**config.mk**
```make
export PLATFORM = sky130hd
export DESIGN_NAME = csc_scale
export DESIGN_NICKNAME = d
export VERILOG_FILES = /design/src/rtl/csc_pkg.sv /design/src/rtl/csc_scale.sv
export SDC_FILE = /design/constraint.sdc
export NUM_CORES = 2
export LEC_CHECK = 0
export ABC_AREA = 1
export ABC_CLOCK_PERIOD_IN_PS = 6800
export BUFFER_PORTS_ARGS = -buffer_cell sky130_fd_sc_hd__buf_4
export CORE_ASPECT_RATIO = 0.75
export CORE_UTILIZATION = 43
export DETAILED_ROUTE_END_ITERATION = 8
export HOLD_SLACK_MARGIN = 0.15
export PLACE_DENSITY_LB_ADDON = 0.15
export SLEW_MARGIN = 10
export SYNTH_ARGS = -nofsm -noshare
export SYNTH_HDL_FRONTEND = slang
export SYNTH_SLANG_ARGS = --single-unit
export TNS_END_PERCENT = 1
```
**constraint.sdc**
```tcl
create_clock -name clk -period 6.8 [get_ports clk]
set_input_delay 1.02 -clock clk [delete_from_list [all_inputs] [get_ports clk]]
set_output_delay 1.02 -clock clk [all_outputs]
set_load 0.02 [all_outputs]
```
**src/rtl/csc_pkg.sv**
```systemverilog
// shared types, widths and constants of the cordic sine/cosine pipeline
package csc_pkg;

  localparam int ANGLE_W     = 20;
  localparam int OUT_W       = 18;
  // residual angle: input range plus the sum of all arctangents
  localparam int Z_W         = 22;
  // vector in q.30, magnitude stays below 2^31, two guard bits
  localparam int VEC_W       = 34;
  localparam int VEC_FRAC    = 30;
  localparam int MAG_W       = 32;
  localparam int GAIN_W      = 32;
  localparam int PROD_W      = MAG_W + GAIN_W;
  // q.62 product down to q.16
  localparam int ROUND_SHIFT = VEC_FRAC + GAIN_W - 16;
  localparam int Q_W         = PROD_W + 1 - ROUND_SHIFT;
  localparam int TABLE_LEN   = 32;
  localparam int ATAN_W      = 17;

  localparam logic [GAIN_W-1:0] GAIN_Q32 = 32'd2608131496;

  localparam logic signed [VEC_W-1:0] X_INIT = VEC_W'(1) << VEC_FRAC;

  localparam logic signed [OUT_W-1:0] OUT_MAX = {1'b0, {(OUT_W-1){1'b1}}};
  localparam logic signed [OUT_W-1:0] OUT_MIN = {1'b1, {(OUT_W-1){1'b0}}};

  // atan(2^-i) rounded to q1.16
  localparam logic [ATAN_W-1:0] ATAN_Q16 [TABLE_LEN] = '{
    17'd51472, 17'd30386, 17'd16055, 17'd8150, 17'd4091, 17'd2047, 17'd1024, 17'd512,
    17'd256,   17'd128,   17'd64,    17'd32,   17'd16,   17'd8,    17'd4,    17'd2,
    17'd1,     17'd0,     17'd0,     17'd0,    17'd0,    17'd0,    17'd0,    17'd0,
    17'd0,     17'd0,     17'd0,     17'd0,    17'd0,    17'd0,    17'd0,    17'd0
  };

  typedef struct packed {
    logic signed [VEC_W-1:0] x;
    logic signed [VEC_W-1:0] y;
    logic signed [Z_W-1:0]   z;
  } vec_t;

endpackage

```
**src/rtl/csc_scale.sv**
```systemverilog
// gain correction: magnitude, multiply, round and saturate over three stages
module csc_scale (
  input  logic                             clk,
  input  logic                             rst_n,
  input  logic                             en,
  input  logic                             in_vld,
  input  csc_pkg::vec_t                    in_vec,
  output logic                             out_vld,
  output logic signed [csc_pkg::OUT_W-1:0] out_cos,
  output logic signed [csc_pkg::OUT_W-1:0] out_sin
);

  function automatic logic signed [csc_pkg::OUT_W-1:0] round_sat(
    input logic                      neg,
    input logic [csc_pkg::PROD_W-1:0] prod
  );
    logic [csc_pkg::PROD_W:0]  rnd;
    logic [csc_pkg::Q_W-1:0]   q;
    logic signed [csc_pkg::Q_W:0] qs;
    logic signed [csc_pkg::OUT_W-1:0] res;
    rnd = {1'b0, prod} + ((csc_pkg::PROD_W+1)'(1) << (csc_pkg::ROUND_SHIFT - 1));
    q   = rnd[csc_pkg::PROD_W:csc_pkg::ROUND_SHIFT];
    qs  = $signed({1'b0, q});
    if (neg) begin
      if (qs > -(csc_pkg::Q_W+1)'(csc_pkg::OUT_MIN)) begin
        res = csc_pkg::OUT_MIN;
      end else begin
        res = csc_pkg::OUT_W'(-qs);
      end
    end else begin
      if (qs > (csc_pkg::Q_W+1)'(csc_pkg::OUT_MAX)) begin
        res = csc_pkg::OUT_MAX;
      end else begin
        res = csc_pkg::OUT_W'(qs);
      end
    end
    return res;
  endfunction

  logic [csc_pkg::VEC_W-1:0]  x_abs;
  logic [csc_pkg::VEC_W-1:0]  y_abs;

  logic                       s1_vld_r;
  logic                       s1_xneg_r;
  logic                       s1_yneg_r;
  logic [csc_pkg::MAG_W-1:0]  s1_xmag_r;
  logic [csc_pkg::MAG_W-1:0]  s1_ymag_r;

  logic                       s2_vld_r;
  logic                       s2_xneg_r;
  logic                       s2_yneg_r;
  logic [csc_pkg::PROD_W-1:0] s2_xprod_r;
  logic [csc_pkg::PROD_W-1:0] s2_yprod_r;

  logic                       out_vld_r;
  logic signed [csc_pkg::OUT_W-1:0] cos_r;
  logic signed [csc_pkg::OUT_W-1:0] sin_r;

  assign x_abs = in_vec.x[csc_pkg::VEC_W-1] ? -in_vec.x : in_vec.x;
  assign y_abs = in_vec.y[csc_pkg::VEC_W-1] ? -in_vec.y : in_vec.y;

  always_ff @(posedge clk) begin
    if (!rst_n) begin
      s1_vld_r  <= 1'b0;
      s2_vld_r  <= 1'b0;
      out_vld_r <= 1'b0;
    end else if (en) begin
      s1_vld_r  <= in_vld;
      s2_vld_r  <= s1_vld_r;
      out_vld_r <= s2_vld_r;
    end
  end

  always_ff @(posedge clk) begin
    if (en) begin
      s1_xneg_r  <= in_vec.x[csc_pkg::VEC_W-1];
      s1_yneg_r  <= in_vec.y[csc_pkg::VEC_W-1];
      // magnitude stays below 2^31
      s1_xmag_r  <= x_abs[csc_pkg::MAG_W-1:0];
      s1_ymag_r  <= y_abs[csc_pkg::MAG_W-1:0];
      s2_xneg_r  <= s1_xneg_r;
      s2_yneg_r  <= s1_yneg_r;
      s2_xprod_r <= s1_xmag_r * csc_pkg::GAIN_Q32;
      s2_yprod_r <= s1_ymag_r * csc_pkg::GAIN_Q32;
      cos_r      <= round_sat(s2_xneg_r, s2_xprod_r);
      sin_r      <= round_sat(s2_yneg_r, s2_yprod_r);
    end
  end

  assign out_vld = out_vld_r;
  assign out_cos = cos_r;
  assign out_sin = sin_r;

endmodule

```
Word-level counts from Yosys, hierarchy flattened:

Cells that the tools add are included.

* output and inout port bits: 37
* input port bits: 94
* bits in registers: 229

* add/subtract/negate cells: 6
* magnitude comparators: 4
* multiply operators: 2
* multiplexer cells: 8

Operator list (number)
* 64-bit by 46-bit adder with 65-bit output, second input constant: 2
* 32-bit by 29-bit multiplier with 61-bit output, second input constant: 2
* 18-bit 2-to-1 mux: 6
* 32-bit 2-to-1 mux: 2
* 32-bit negation: 2
* 19-bit by 17-bit > comparator with 1-bit output, second input constant: 2
* 19-bit by 18-bit > comparator with 1-bit output, second input constant: 2
* 18-bit negation: 2

Depth between registers and ports, before layout:

* depth in word-level cells: 4
* depth in mapped cells: 28
* depth with buffers taken out: 28

Worst setup path before layout:

Ideal clock, no wire load.

* kind: register to register
* from: register s1_xmag_r[8] (netlist bit)
* to: register s2_xprod_r[62] (netlist bit) (data pin)
* arrival: 5.953 ns
* cell stages (with the launch flop): 25
* data required time: 6.548 ns
* path buffers: 0
* slack: 0.595 ns
* setup time: 0.252 ns
* period minus slack after synthesis: 6.205 ns
* cells stage by stage: edfxtp_1 inv_1 fa_1 fa_1 inv_1 fa_1 inv_1 fa_1 inv_1 fa_1 fa_1 fa_1 inv_1 fa_1 inv_1 ha_1 nand2_1 nor2_1 inv_1 nor2_1 nand3_1 o211ai_1 nand3_1 nand3_1 nand2_1

* longest elaborated chain between the ends: 1

Ends and longest elaborated chain
* from (decl): line csc_scale.sv:46 `logic [csc_pkg::MAG_W-1:0] s1_xmag_r;`
* from (signal assigned): line csc_scale.sv:79 `s1_xmag_r <= x_abs[csc_pkg::MAG_W-1:0];`
* 32-bit by 29-bit multiplier with 61-bit output: line csc_scale.sv:83 `s2_xprod_r <= s1_xmag_r * csc_pkg::GAIN_Q32;`
* to (signal assigned): line csc_scale.sv:83
* to (decl): line csc_scale.sv:52 `logic [csc_pkg::PROD_W-1:0] s2_xprod_r;`

Every way passes these cells.
A chain may end at the register's enable or synchronous reset.

Worst setup path in the final report:

* from: register s1_xmag_r[14] (netlist bit)
* to: register s2_xprod_r[54] (netlist bit) (data pin)

The elaborated chain is that of the path after synthesis.

==> run_results.csv <==
group,metric,value,unit
floorplan,row_count,104,
synthesis,ys_seq_elements,145,
cells_and_area,synthToLayoutAreaGrowth,12.8,%
synthesis,yosys.area.top_type,"fa_1",
synthesis,yosys-top-cells-area,"fa_1 (39%), ha_1 (19%), inv_1 (14%)",
sta,fin_crit,6.67,ns
sta,finalSetupTns,0,ns
sta,setup_viol,0,
cells_and_area,diodes,0,
critical_path,critPathLaunchType,"register",
drt,wire_per_inst,19.3,um
status,status,"finished, final reports clean",
floorplan,core_area,108000,um2
drt,post_drt_via_cell_ratio,4.89,
cells_and_area,drive_gt1_frac,0.110,
cts,clock_latency,0.55,ns
cts,cts_buffers,17,
job,cap_viol_max_count,0,
drt,firstDrtPassIters,6,
synthesis,synth_ff_type,"edfxtp_1",
worst_hold_path,hold_class,"reg2reg",
cts,cts-root-buf,"clkbuf_16",
sta,period_share,0.981,
placement,place_congestion,0.965,
cts,clock_tree.buffer_depth,2,
synthesis,syn_avg_cell_area,8.69,um2
sta,timing.fmax,150,MHz
global_route,grt_max_degree,73,
drt,drtIter0Drc,2746,
critical_path,required,7.07,ns
synthesis,synth_cell_types,41,
cts,ctsHoldBuffers,0,
drt,ant_nets,0,
cts,htreeDepth,4,
floorplan,io_pins,131,
critical_path,worstPathMaxFanout,3,
global_route,grt_pass1_wl,219,mm
synthesis,synthesis.area,47000,um2
global_route,grt_usage,0.267,
cts,clk_pin_slew,0.09,ns
floorplan,dieHeight,288,um
critical_path,end_kind,"register",
drt,wirelength,140,mm
synthesis,syn-num-nets,7136,
synthesis,yosysWarnings,0,
synthesis,async_flop_share,0,
synthesis,synth_edf_count,142,
critical_path,crit_type,"reg2reg",
sta,worstMarginPinSlew,1.07,ns
global_route,grt_pass1_vias,36252,
sta,hold_viol,0,
synthesis,netlist.area_leader.share,0.389,
placement,io_buffers,106,
synthesis,synthCells,5412,
sta,skew,0.0400,ns
cts,cts_tree,"done",
sta,rsz0062_at_grt,"yes",
global_route,antenna_found_initial,2,
floorplan,die_w,384,um
cts,clock_sinks,145,
sta,slew_violations,0,
placement,hpwl,127,mm
floorplan,dieArea,111000,um2
drt,route.detailed.drc,0,
drt,vias,35532,
synthesis,yosysSeqAreaShare,0.0919,
critical_path,worstPathArrival,6.94,ns
cells_and_area,fin_nets,7543,
global_route,overflow,0,
floorplan,initial_core_util,0.436,
sta,max-slew-margin-rel,0.286,
cell usage after synthesis (39+ instances only):
cell type and n:
nand4_1 41, fa_1 914, nand2_1 651, nand3_1 205
inv_1 1774, xor2_1 68, nor3_1 39, nor2_1 368
o21ai_0 140, edfxtp_1 142, ha_1 716, a21oi_1 152
layer usage:
layer | vias up | global-route usage | routed length (um)
met5 | - | 0 | 30
met4 | 4 | 0.0286 | 852
met3 | 41 | 0.0957 | 15700
met2 | 1144 | 0.329 | 49900
met1 | 17334 | 0.440 | 74000
li1 | 17009 | - | -
flip-flops by register name, indices dropped and copies added, names as in the netlist:
signal and count:
s1_xneg_r 1, out_sin 18, s1_yneg_r 1, s2_yneg_r 1
out_cos 18, s2_xprod_r 19, s2_vld_r 1, s2_yprod_r 19
out_vld 1, s1_xmag_r 32, s1_ymag_r 32, s1_vld_r 1
s2_xneg_r 1
critical path, stage by stage (launching register included):
cell	delay [ns]
edfxtp_1	0.48
inv_2	0.12
fa_1	0.45
fa_1	0.50
inv_1	0.05
fa_1	0.49
inv_1	0.05
fa_1	0.55
inv_1	0.12
fa_1	0.52
fa_1	0.43
fa_1	0.53
inv_1	0.07
fa_1	0.48
inv_1	0.04
ha_1	0.32
nand2_1	0.09
nor2_1	0.16
inv_1	0.09
nor2_1	0.13
nand3_1	0.12
nor2_2	0.20
nand4_1	0.12
buf_4	0.17
nand3_1	0.08
nand2_1	0.06
final cells by class:
class                           count  area, um2
Sequential cell                   145       4320
Clock buffer                       17        425
Fill cell                       10419      54800
Timing Repair Buffer              406       3080
Inverter                         1776       6680
Tap cell                         1431       1790
Multi-Input combinational cell   3473      36600
Clock inverter                     15        163
worst paths after layout:
| kind | from | to | slack [ns] | depth (start not counted) |
|---|---|---|---|---|
| max | s1_xmag_r[14] | s2_xprod_r[54] | 0.13 | 25 |
| min | s1_yneg_r | s2_yneg_r | 0.43 | 0 |
| max reg2reg | s1_xmag_r[14] | s2_xprod_r[54] | 0.13 | 25 |
| min reg2reg | s1_yneg_r | s2_yneg_r | 0.43 | 0 |
cells by family (layout without fill, tap and decap cells):
family / count (synthesis) / count (layout) / synth area share
and+or+nand+nor: 1370 / 1370 / 0.123
buffers and inverters: 1794 / 2214 / 0.144
DFF: 145 / 145 / 0.0919
AOI/OAI and AO/OA: 383 / 383 / 0.0452
adders and majority gates: 1630 / 1630 / 0.579
xor gates and xnor gates: 90 / 90 / 0.0168
metrics by stage:
step           hold slack, ns  cell area, um2   util  setup slack [ns]  std cells
6_report                0.427           53100  0.492             0.131       7263
3_5_place_dp            0.406           51700  0.479            -0.124       7212
3_3_place_gp            0.407           51700  0.479           -0.0977       7212
2_1_floorplan           0.400           47000      -             0.595       5412
5_1_grt                 0.440           53100  0.492           -0.0856       7263
4_1_cts                 0.430           52300  0.485           0.00276       7244
cell usage in the layout (no fill, tap or decap), types with 114 or more instances in the layout:
master	Yosys	layout
a21oi_1	152	123
buf_4	0	402
edfxtp_1	142	142
fa_1	914	901
ha_1	716	697
inv_1	1774	1752
nand2_1	651	638
nand3_1	205	190
nor2_1	368	329
o21ai_0	140	114
repair_timing:
action | in CTS | in global routing
buffers inserted | 0 | 19
setup endpoints to repair | 6 | 38
gates resized for setup | 11 | 204
pin swaps | 1 | 37
Power is left out: the tool's default activity adds up to more than one toggle a clock period on the data nets, which glitch-free logic cannot reach.
