===== config.mk =====
export PLATFORM = sky130hd
export DESIGN_NAME = csc_stage
export DESIGN_NICKNAME = d
export VERILOG_FILES = /design/src/rtl/csc_pkg.sv /design/src/rtl/csc_stage.sv
export SDC_FILE = /design/constraint.sdc
export NUM_CORES = 1
export LEC_CHECK = 0
export BUFFER_PORTS_ARGS = -buffer_cell sky130_fd_sc_hd__buf_2
export CAP_MARGIN = 20
export CELL_PAD_IN_SITES_DETAIL_PLACEMENT = 1
export CELL_PAD_IN_SITES_GLOBAL_PLACEMENT = 1
export CORE_AREA = 3 3 146 148
export CTS_CLUSTER_SIZE = 16
export DETAILED_ROUTE_END_ITERATION = 6
export DIE_AREA = 0 0 149 151
export HOLD_SLACK_MARGIN = 0.02
export PLACE_DENSITY_LB_ADDON = 0.1
export SLEW_MARGIN = 25
export SYNTH_ARGS = -nofsm -noshare
export SYNTH_HDL_FRONTEND = slang
export SYNTH_SLANG_ARGS = --single-unit

===== constraint.sdc =====
create_clock -name clk -period 9.8 [get_ports clk]
set_clock_uncertainty 0.2 [all_clocks]
set_input_delay 1.96 -clock clk [delete_from_list [all_inputs] [get_ports clk]]
set_output_delay 1.96 -clock clk [all_outputs]
set_load 0.01 [all_outputs]

===== src/rtl/csc_pkg.sv =====
// shared types, widths and constants of the cordic sine/cosine pipeline
package csc_pkg;

  localparam int ANGLE_W     = 20;
  localparam int OUT_W       = 18;
  // residual angle: input range plus the sum of all arctangents
  localparam int Z_W         = 22;
  // vector in q.30, magnitude stays below 2^31, two guard bits
  localparam int VEC_W       = 34;
  localparam int VEC_FRAC    = 30;
  localparam int MAG_W       = 32;
  localparam int GAIN_W      = 32;
  localparam int PROD_W      = MAG_W + GAIN_W;
  // q.62 product down to q.16
  localparam int ROUND_SHIFT = VEC_FRAC + GAIN_W - 16;
  localparam int Q_W         = PROD_W + 1 - ROUND_SHIFT;
  localparam int TABLE_LEN   = 32;
  localparam int ATAN_W      = 17;

  localparam logic [GAIN_W-1:0] GAIN_Q32 = 32'd2608131496;

  localparam logic signed [VEC_W-1:0] X_INIT = VEC_W'(1) << VEC_FRAC;

  localparam logic signed [OUT_W-1:0] OUT_MAX = {1'b0, {(OUT_W-1){1'b1}}};
  localparam logic signed [OUT_W-1:0] OUT_MIN = {1'b1, {(OUT_W-1){1'b0}}};

  // atan(2^-i) rounded to q1.16
  localparam logic [ATAN_W-1:0] ATAN_Q16 [TABLE_LEN] = '{
    17'd51472, 17'd30386, 17'd16055, 17'd8150, 17'd4091, 17'd2047, 17'd1024, 17'd512,
    17'd256,   17'd128,   17'd64,    17'd32,   17'd16,   17'd8,    17'd4,    17'd2,
    17'd1,     17'd0,     17'd0,     17'd0,    17'd0,    17'd0,    17'd0,    17'd0,
    17'd0,     17'd0,     17'd0,     17'd0,    17'd0,    17'd0,    17'd0,    17'd0
  };

  typedef struct packed {
    logic signed [VEC_W-1:0] x;
    logic signed [VEC_W-1:0] y;
    logic signed [Z_W-1:0]   z;
  } vec_t;

endpackage


===== src/rtl/csc_stage.sv =====
// one registered cordic rotation iteration
module csc_stage #(
  parameter int unsigned IDX = 0
) (
  input  logic          clk,
  input  logic          rst_n,
  input  logic          en,
  input  logic          in_vld,
  input  csc_pkg::vec_t in_vec,
  output logic          out_vld,
  output csc_pkg::vec_t out_vec
);

  logic signed [csc_pkg::Z_W-1:0]   atan_s;
  logic signed [csc_pkg::VEC_W-1:0] xs;
  logic signed [csc_pkg::VEC_W-1:0] ys;
  csc_pkg::vec_t                    vec_nxt;
  csc_pkg::vec_t                    vec_r;
  logic                             vld_r;

  assign atan_s = {{(csc_pkg::Z_W - csc_pkg::ATAN_W){1'b0}}, csc_pkg::ATAN_Q16[IDX]};
  assign xs     = $signed(in_vec.x) >>> IDX;
  assign ys     = $signed(in_vec.y) >>> IDX;

  // negative residual rotates clockwise, zero counts as positive
  always_comb begin
    if (in_vec.z[csc_pkg::Z_W-1]) begin
      vec_nxt.z = in_vec.z + atan_s;
      vec_nxt.x = in_vec.x + ys;
      vec_nxt.y = in_vec.y - xs;
    end else begin
      vec_nxt.z = in_vec.z - atan_s;
      vec_nxt.x = in_vec.x - ys;
      vec_nxt.y = in_vec.y + xs;
    end
  end

  always_ff @(posedge clk) begin
    if (!rst_n) begin
      vld_r <= 1'b0;
    end else if (en) begin
      vld_r <= in_vld;
    end
  end

  always_ff @(posedge clk) begin
    if (en) begin
      vec_r <= vec_nxt;
    end
  end

  assign out_vld = vld_r;
  assign out_vec = vec_r;

endmodule


Word-level counts from Yosys, hierarchy flattened
Index checks and enable logic that the tools add are counted.
{ "op_classes": {"add_sub_neg": 5, "mux": 1} }
{ "op_table": {"columns": ["op", "n"], "rows": [
  ["90-bit two-way mux", 1],
  ["34-bit subtractor", 2],
  ["34-bit adder", 1],
  ["22-bit by 17-bit adder with 22-bit output, second input constant", 1],
  ["22-bit by 17-bit subtractor with 22-bit output, second input constant", 1]
]} }
{ "word_totals": {"register_bits": 91, "in_bits": 94} }

Longest topological paths before layout
Gate-level depths: netlist of the first run.
{ "depth": {"depth_word": 2, "ltp_mapped": 14, "ltp_nobuf": 12} }

Least setup slack after synthesis of the first run
No wires, ideal clock.
{ "synth_timing": {"kind": "input -> register", "from": "in in_vec[21] (netlist bit)", "to": "reg vec_r, in the netlist out_vec[20] (data pin)", "setup_ps": 258, "arrival_ps": 5086, "path_slack_ps": 4257, "cell_stages": 14, "n_path_buf": 3, "path_cell_list": "clkbuf_1 > inv_1 > clkbuf_1 > buf_1 > ha_1 > a21o_1 > a21oi_1 > nand2b_1 > a21oi_1 > a41o_1 > o41a_1 > a211o_1 > a21oi_1 > xnor2_1"} }
{ "synth_lines": {"columns": ["element", "line", "text"], "rows": [
  ["start: declaration", "csc_stage.sv:9", "input csc_pkg::vec_t in_vec,"],
  ["end signal: assignment", "csc_stage.sv:48", "vec_r <= vec_nxt;"],
  ["end: declaration", "csc_stage.sv:18", "csc_pkg::vec_t vec_r;"]
]} }

==> results of run 1 <==
==> registers in the layout (all words and copies together) (netlist names) <==
signal   count
out_vld      1
out_vec     89
==> logic make-up after synthesis <==
family / after synthesis
AO/OA/AOI/OAI: 361
AND/OR/NAND/NOR: 240
buffers and inverters: 157
adder cells (fa/ha/maj): 119
flip-flops: 90
XOR/XNOR: 77
multiplexers: 15
==> cells in the final DEF (no fill, tap or decap), types with 13 or more instances in the layout <==
master,netlist,layout
nand2_1,46,46
edfxtp_1,89,89
a21o_1,28,28
nor2_1,79,79
inv_1,104,104
o31ai_1,13,13
a21oi_1,119,119
nor3_1,21,21
ha_1,115,115
xor2_1,15,15
mux2i_1,15,15
nand3_1,16,16
xnor2_1,62,62
o21ai_0,57,57
o21bai_1,29,29
buf_2,10,183
nand2b_1,13,13
==> per-layer routing <==
metal  part of all wire  vias up
met1               0.45     4187
met2               0.48      283
li1                   -     4121
met4              0.018        0
met5                  0        -
met3              0.057       36
==> layout make-up <==
| class | instances | area share |
|---|---|---|
| clock buffers | 12 | 0.02228 |
| multi-input cells | 812 | 0.5569 |
| well taps | 270 | 0.03182 |
| clock inverters | 4 | 0.007308 |
| repair buffers | 187 | 0.08911 |
| flip-flops and latches | 90 | 0.2537 |
| inverters | 110 | 0.03890 |
==> per-stage QoR <==
step / total power [mW] / hold slack [ps] / cells / setup slack, ps
5_1_grt: 1.569 / 372.8 / 1485 / 3997
4_1_cts: 1.488 / 338.3 / 1485 / 4227
6_report: 1.484 / 334.6 / 1485 / 4127
3_3_place_gp: 1.088 / 294.7 / 1469 / 3977
2_1_floorplan: 0.8986 / 338.3 / 1059 / 4257
3_5_place_dp: 1.100 / 328.4 / 1469 / 3871
==> how the worst min path moves through the flow <==
stage | from | to | cells after the start
after global routing | out_vld | out_vld | 2
after CTS | out_vld | out_vld | 2
after detailed placement | out_vld | out_vld | 2
after floorplan | out_vld | out_vld | 2
final | out_vld | out_vld | 2
after global placement | out_vld | out_vld | 2
==> tightest hold or removal path, cell delays in order, from the launching register on <==
cell     delay [ps]
dfxtp_1         330
mux2i_1          70
nor2b_1         100
==> power by group through the flow <==
| stage | clock [mW] | combinational (mW) | sequential (mW) |
|---|---|---|---|
| 2_1_floorplan | 0 | 0.332 | 0.567 |
| 3_3_place_gp | 0 | 0.557 | 0.531 |
| 3_5_place_dp | 0 | 0.566 | 0.534 |
| 4_1_cts | 0.392 | 0.570 | 0.526 |
| 5_1_grt | 0.409 | 0.629 | 0.531 |
| 6_report | 0.385 | 0.573 | 0.525 |
==> results.py, run 1 <==
metrics = {
    "clock_tree": {
        "cts.reportedPaths.clkPinSlew_ps": 70,
        "hold_buffers": 0,
        "cts_resized": 0,
        "clock-sinks": 90,
        "cts-root-buf": "clkbuf_16",
        "h-tree-depth": 3,
        "cts_buffer_depth": 2,
        "cts_tree": "done",
        "clock_latency_ps": 350,
        "postCtsSetupBuffers": 0,
        "cts_made_buffers": 9,
    },
    "setup_path": {
        "critical-path-max-stage-delay_ps": 460,
        "r2r_end": "out_vld",
        "cp-end-kind": "flop",
        "crit_buf_inv": 3,
        "endpoint": "out_vec[20]",
        "cp.depth": 13,
        "r2r-start": "out_vld",
        "arrival_ps": 5580,
        "critPathRequiredTime_ps": 9700,
        "critPathTopFamily": "compound AO/OA/AOI/OAI gates",
        "cp-startpoint": "in_vec[21]",
        "path_class": "in -> reg",
        "rr_worst_depth": 2,
        "r2r_slack_ps": 9000,
        "cp_max_fo": 43,
        "startpoint_type": "input pin",
        "crit_top_cell": "a21oi_1",
        "crit_chain": "buf_2, inv_1, buf_4, fa_1, a21o_1, a21oi_1, nand2b_1, a21oi_1, a41o_1, o41a_1, a211o_1, a21oi_1, xnor2_1",
        "cp_slowest_cell": "fa_1",
    },
    "synthesis": {
        "syn-num-nets": 1272,
        "synthCells": 1059,
        "yosys.area_share.adder": 0.1644,
        "yosysMostFrequentCell": "a21oi_1",
        "yosysTopAreaCell": "edfxtp_1",
        "ys_seq_area_frac": 0.2914,
        "avgSynthCellArea_sq_um": 8.725,
        "synth-edff-count": 89,
        "synth_top_area_share": 0.2892,
        "synth.cell_area_sq_mm": 0.009240,
        "synth_commonest_cells": "a21oi_1, ha_1, inv_1",
        "synth_seq_cells": 90,
        "synthXorXnorAreaFrac": 0.07299,
        "synth-compound-area-share": 0.2566,
        "ys_types": 82,
        "synthArstFlopShare": 0,
        "synthMuxAreaShare": 0.01625,
        "synthFlopType": "edfxtp_1",
        "synth_simple_gate_area_frac": 0.1296,
        "synth_top_family_by_area": "compound AO/OA/AOI/OAI gates",
        "synthTopCellsByArea": "edfxtp_1, ha_1, a21oi_1, xnor2_1, inv_1",
        "ys_warn_count": 0,
    },
    "finish": {
        "fin_area_sq_mm": 0.01062,
        "multi_input_area_sq_mm": 0.005912,
        "final_nets": 1423,
        "drive_above_1_share": 0.1909,
        "area.growth.synth_to_final_pct": 14.88,
        "diodes": 0,
        "final_util": 0.5263,
        "fill_cells": 2489,
        "seqCellArea_sq_mm": 0.002693,
    },
    "route": {
        "drtAntennaViolNets": 0,
        "wirelength_mm": 29.79,
        "dr.pass1.iters": 5,
        "num_vias": 8627,
        "drc": 0,
        "viasPerCell": 5.809,
        "routedWlPerCell_um": 20.06,
        "drtIter0Drc": 601,
    },
    "grt": {
        "grt_pass1_vias": 8627,
        "grt_busiest_layer": "met2",
        "antenna_found_initial": 0,
        "grt_pass1_wl_mm": 46.90,
        "grt_max_degree": 69,
        "grt_util_met3": 0.03561,
        "grt-ovfl-total": 0,
        "grt_usage": 0.2618,
        "grt_use_met1": 0.3562,
        "met2_usage": 0.4422,
    },
    "placed_design": {
        "port_buffers": 184,
        "dp_hpwl_mm": 23.54,
        "placed_cell_area_sq_mm": 0.01030,
        "place.gp.congestion": 0.9133,
    },
    "pwr": {
        "clkPwrFrac": 0.260,
        "powerDensity_mw_per_mm2": 139.8,
        "power_frac_comb": 0.386,
        "ir_drop_v": 0.00007240,
        "p_switching_mw": 0.5333,
        "swShare": 0.3595,
        "power.internal_mw": 0.9503,
        "power_frac_seq": 0.354,
        "power_leakage_nw": 4.745,
    },
    "sta": {
        "period_needed_ps": 5673,
        "fmax_ghz": 0.1763,
        "hold_viol": 0,
        "worst_slew_pin_slew_ps": 831.1,
        "finalSetupViolCount": 0,
        "fin_tns_setup_ps": 0,
        "min_period_over_period": 0.5789,
        "report.final.slew_viol_count": 0,
        "maxSlewHeadroom": 0.4316,
        "rsz0062_at_grt": "no",
    },
    "die": {
        "dieHeight_um": 151,
        "die_w_um": 149,
        "floorplan.die_area_sq_mm": 0.02250,
        "pin_count": 185,
        "start_util": 0.4581,
        "rows": 52,
        "core-area_sq_mm": 0.02017,
    },
    "flow_run": {
        "drv_cap": 0,
    },
    "run_status": {
        "outcome": "completed",
    },
    "worst_hold_path": {
        "hp-class": "reg -> reg",
    },
}
(Power assumes the default switching activity.)
==> inputs of run 2 (changes only) <==
CORE_AREA = 3 3 151 153   (was 3 3 146 148)
DIE_AREA = 0 0 154 156   (was 0 0 149 151)
clock period = 5.79 ns   (was 9.8 ns; I/O delays follow)
==> run 2 against run 1 <==
First-iteration DRC count fell by 17%. Die area up 6.8%. Via count decreased by 0.10%. Wire length up 0.70%. Design area up 0.14%. Critical path type unchanged. Clock power grew 64%. Combinational power increased by 69%. Highest routed layer unchanged. Global-route usage down 1.9 points. Utilization down 3.6 points.
==> results.py, run 2 (synthesis gave the netlist of run 1 again) <==
metrics = {
    "die": {
        "rows": 54,
        "floorplan.die_area_sq_mm": 0.02402,
        "dieHeight_um": 156,
        "core-area_sq_mm": 0.02169,
        "die_w_um": 154,
        "start_util": 0.4260,
        "pin_count": 185,
    },
    "sta": {
        "holdWs_ps": 340.8,
        "fin_tns_setup_ps": 0,
        "period_needed_ps": 4387,
        "maxSlewHeadroom": 0.3758,
        "fmax_ghz": 0.2280,
        "min_period_over_period": 0.7577,
        "hold_viol": 0,
        "report.final.slew_viol_count": 0,
        "finalSetupViolCount": 0,
        "rsz0062_at_grt": "no",
        "worst_slew_pin_slew_ps": 912.7,
    },
    "clock_tree": {
        "cts_resized": 0,
        "clock-sinks": 90,
        "postCtsSetupBuffers": 0,
        "hold_buffers": 0,
        "cts-root-buf": "clkbuf_16",
        "cts_buffer_depth": 2,
        "h-tree-depth": 3,
        "cts_made_buffers": 9,
        "cts.reportedPaths.clkPinSlew_ps": 70,
        "clock_latency_ps": 350,
        "cts_tree": "done",
    },
    "pwr": {
        "powerDensity_mw_per_mm2": 234.1,
        "ir_drop_v": 0.0001170,
        "power_leakage_nw": 4.743,
    },
    "finish": {
        "multi_input_area_sq_mm": 0.005912,
        "drive_above_1_share": 0.1933,
        "fin_area_sq_mm": 0.01063,
        "layout_commonest_cell": "buf_2",
        "seqCellArea_sq_mm": 0.002693,
        "area.growth.synth_to_final_pct": 15.04,
        "final_util": 0.4901,
        "fill_cells": 2633,
        "layout_common_cells": "buf_2, a21oi_1, ha_1",
        "final_cells": 1496,
        "diodes": 0,
        "largest_reg_flops": 89,
        "final_nets": 1424,
    },
    "grt": {
        "grt_max_degree": 94,
        "antenna_found_initial": 0,
        "grt_pass1_vias": 8676,
        "grt_usage": 0.2431,
        "grt_pass1_wl_mm": 47.38,
        "grt-ovfl-total": 0,
    },
    "setup_path": {
        "startpoint_type": "input pin",
        "cp-end-kind": "flop",
        "arrival_ps": 4280,
        "cp_max_fo": 11,
        "path_class": "in -> reg",
        "critPathRequiredTime_ps": 5680,
    },
    "flow_run": {
        "drv_cap": 0,
    },
    "route": {
        "num_vias": 8618,
        "drc": 0,
        "drtIter0Drc": 501,
        "wirelength_mm": 30.00,
        "viasPerCell": 5.761,
        "routedWlPerCell_um": 20.05,
        "dr.pass1.iters": 5,
        "drtAntennaViolNets": 0,
    },
    "placed_design": {
        "dp_hpwl_mm": 23.48,
        "place_inst": 1480,
        "place.gp.congestion": 0.8642,
        "placed_cell_area_sq_mm": 0.01032,
        "port_buffers": 184,
    },
    "worst_hold_path": {
        "hp-class": "reg -> reg",
    },
    "run_status": {
        "outcome": "completed",
    },
}
-- run 2: changes by cell type in the layout (fill, tap and decap cells not counted) --
cell	delta
clkinvlp_4	+2
clkbuf_1	-2
inv_6	+1
clkinv_4	-1
clkbuf_8	+1
buf_6	+1
bufinv_16	-1
-- run 2: path summary, 6_finish.rpt --
check                                start           to  slack (ps)  cells past startpoint
worst max register to register     out_vld      out_vld        4990                      2
worst min-delay path               out_vld      out_vld         340                      2
worst max-delay path            in_vec[24]  out_vec[82]        1400                     12
worst min register to register     out_vld      out_vld         340                      2
-- run 2: cell type report --
class                           count  area share
Clock buffer                       11     0.02283
Clock inverter                      5    0.005885
Inverter                          110     0.03884
Multi-Input combinational cell    812      0.5561
Sequential cell                    90      0.2533
Tap cell                          280     0.03296
Timing Repair Buffer              188     0.09004
-- run 2: report_power, final --
part | total [mW] | switching, mW | internal, mW
clock | 0.632 | 0.282 | 0.350
combinational | 0.967 | 0.599 | 0.368
sequential | 0.890 | 0.0306 | 0.860
-- run 2: per-layer routing --
| layer | vias to the layer above | track usage | routed length, um |
|---|---|---|---|
| met2 | 274 | 0.4033 | 14030 |
| met4 | 0 | 0.08032 | 752 |
| met1 | 4171 | 0.3295 | 13650 |
| met5 | - | 0 | 0 |
| li1 | 4128 | - | - |
| met3 | 45 | 0.03218 | 1569 |
-- run 2: critical path, stage by stage --
cell and delay, ps:
buf_2 110, inv_1 50, ha_1 440, nor2b_1 200, o21ai_1 120, nand2b_1 110, a2111oi_0 850, o211ai_1 240
a31o_2 350, nor4b_1 170, o41ai_1 390, xnor2_1 110
-- run 2: through the flow --
step / setup slack (ps) / power [mW]
2_1_floorplan: 1049 / 1.521
5_1_grt: 1207 / 2.633
4_1_cts: 1471 / 2.503
3_3_place_gp: 1178 / 1.849
3_5_place_dp: 1117 / 1.865
6_report: 1403 / 2.489
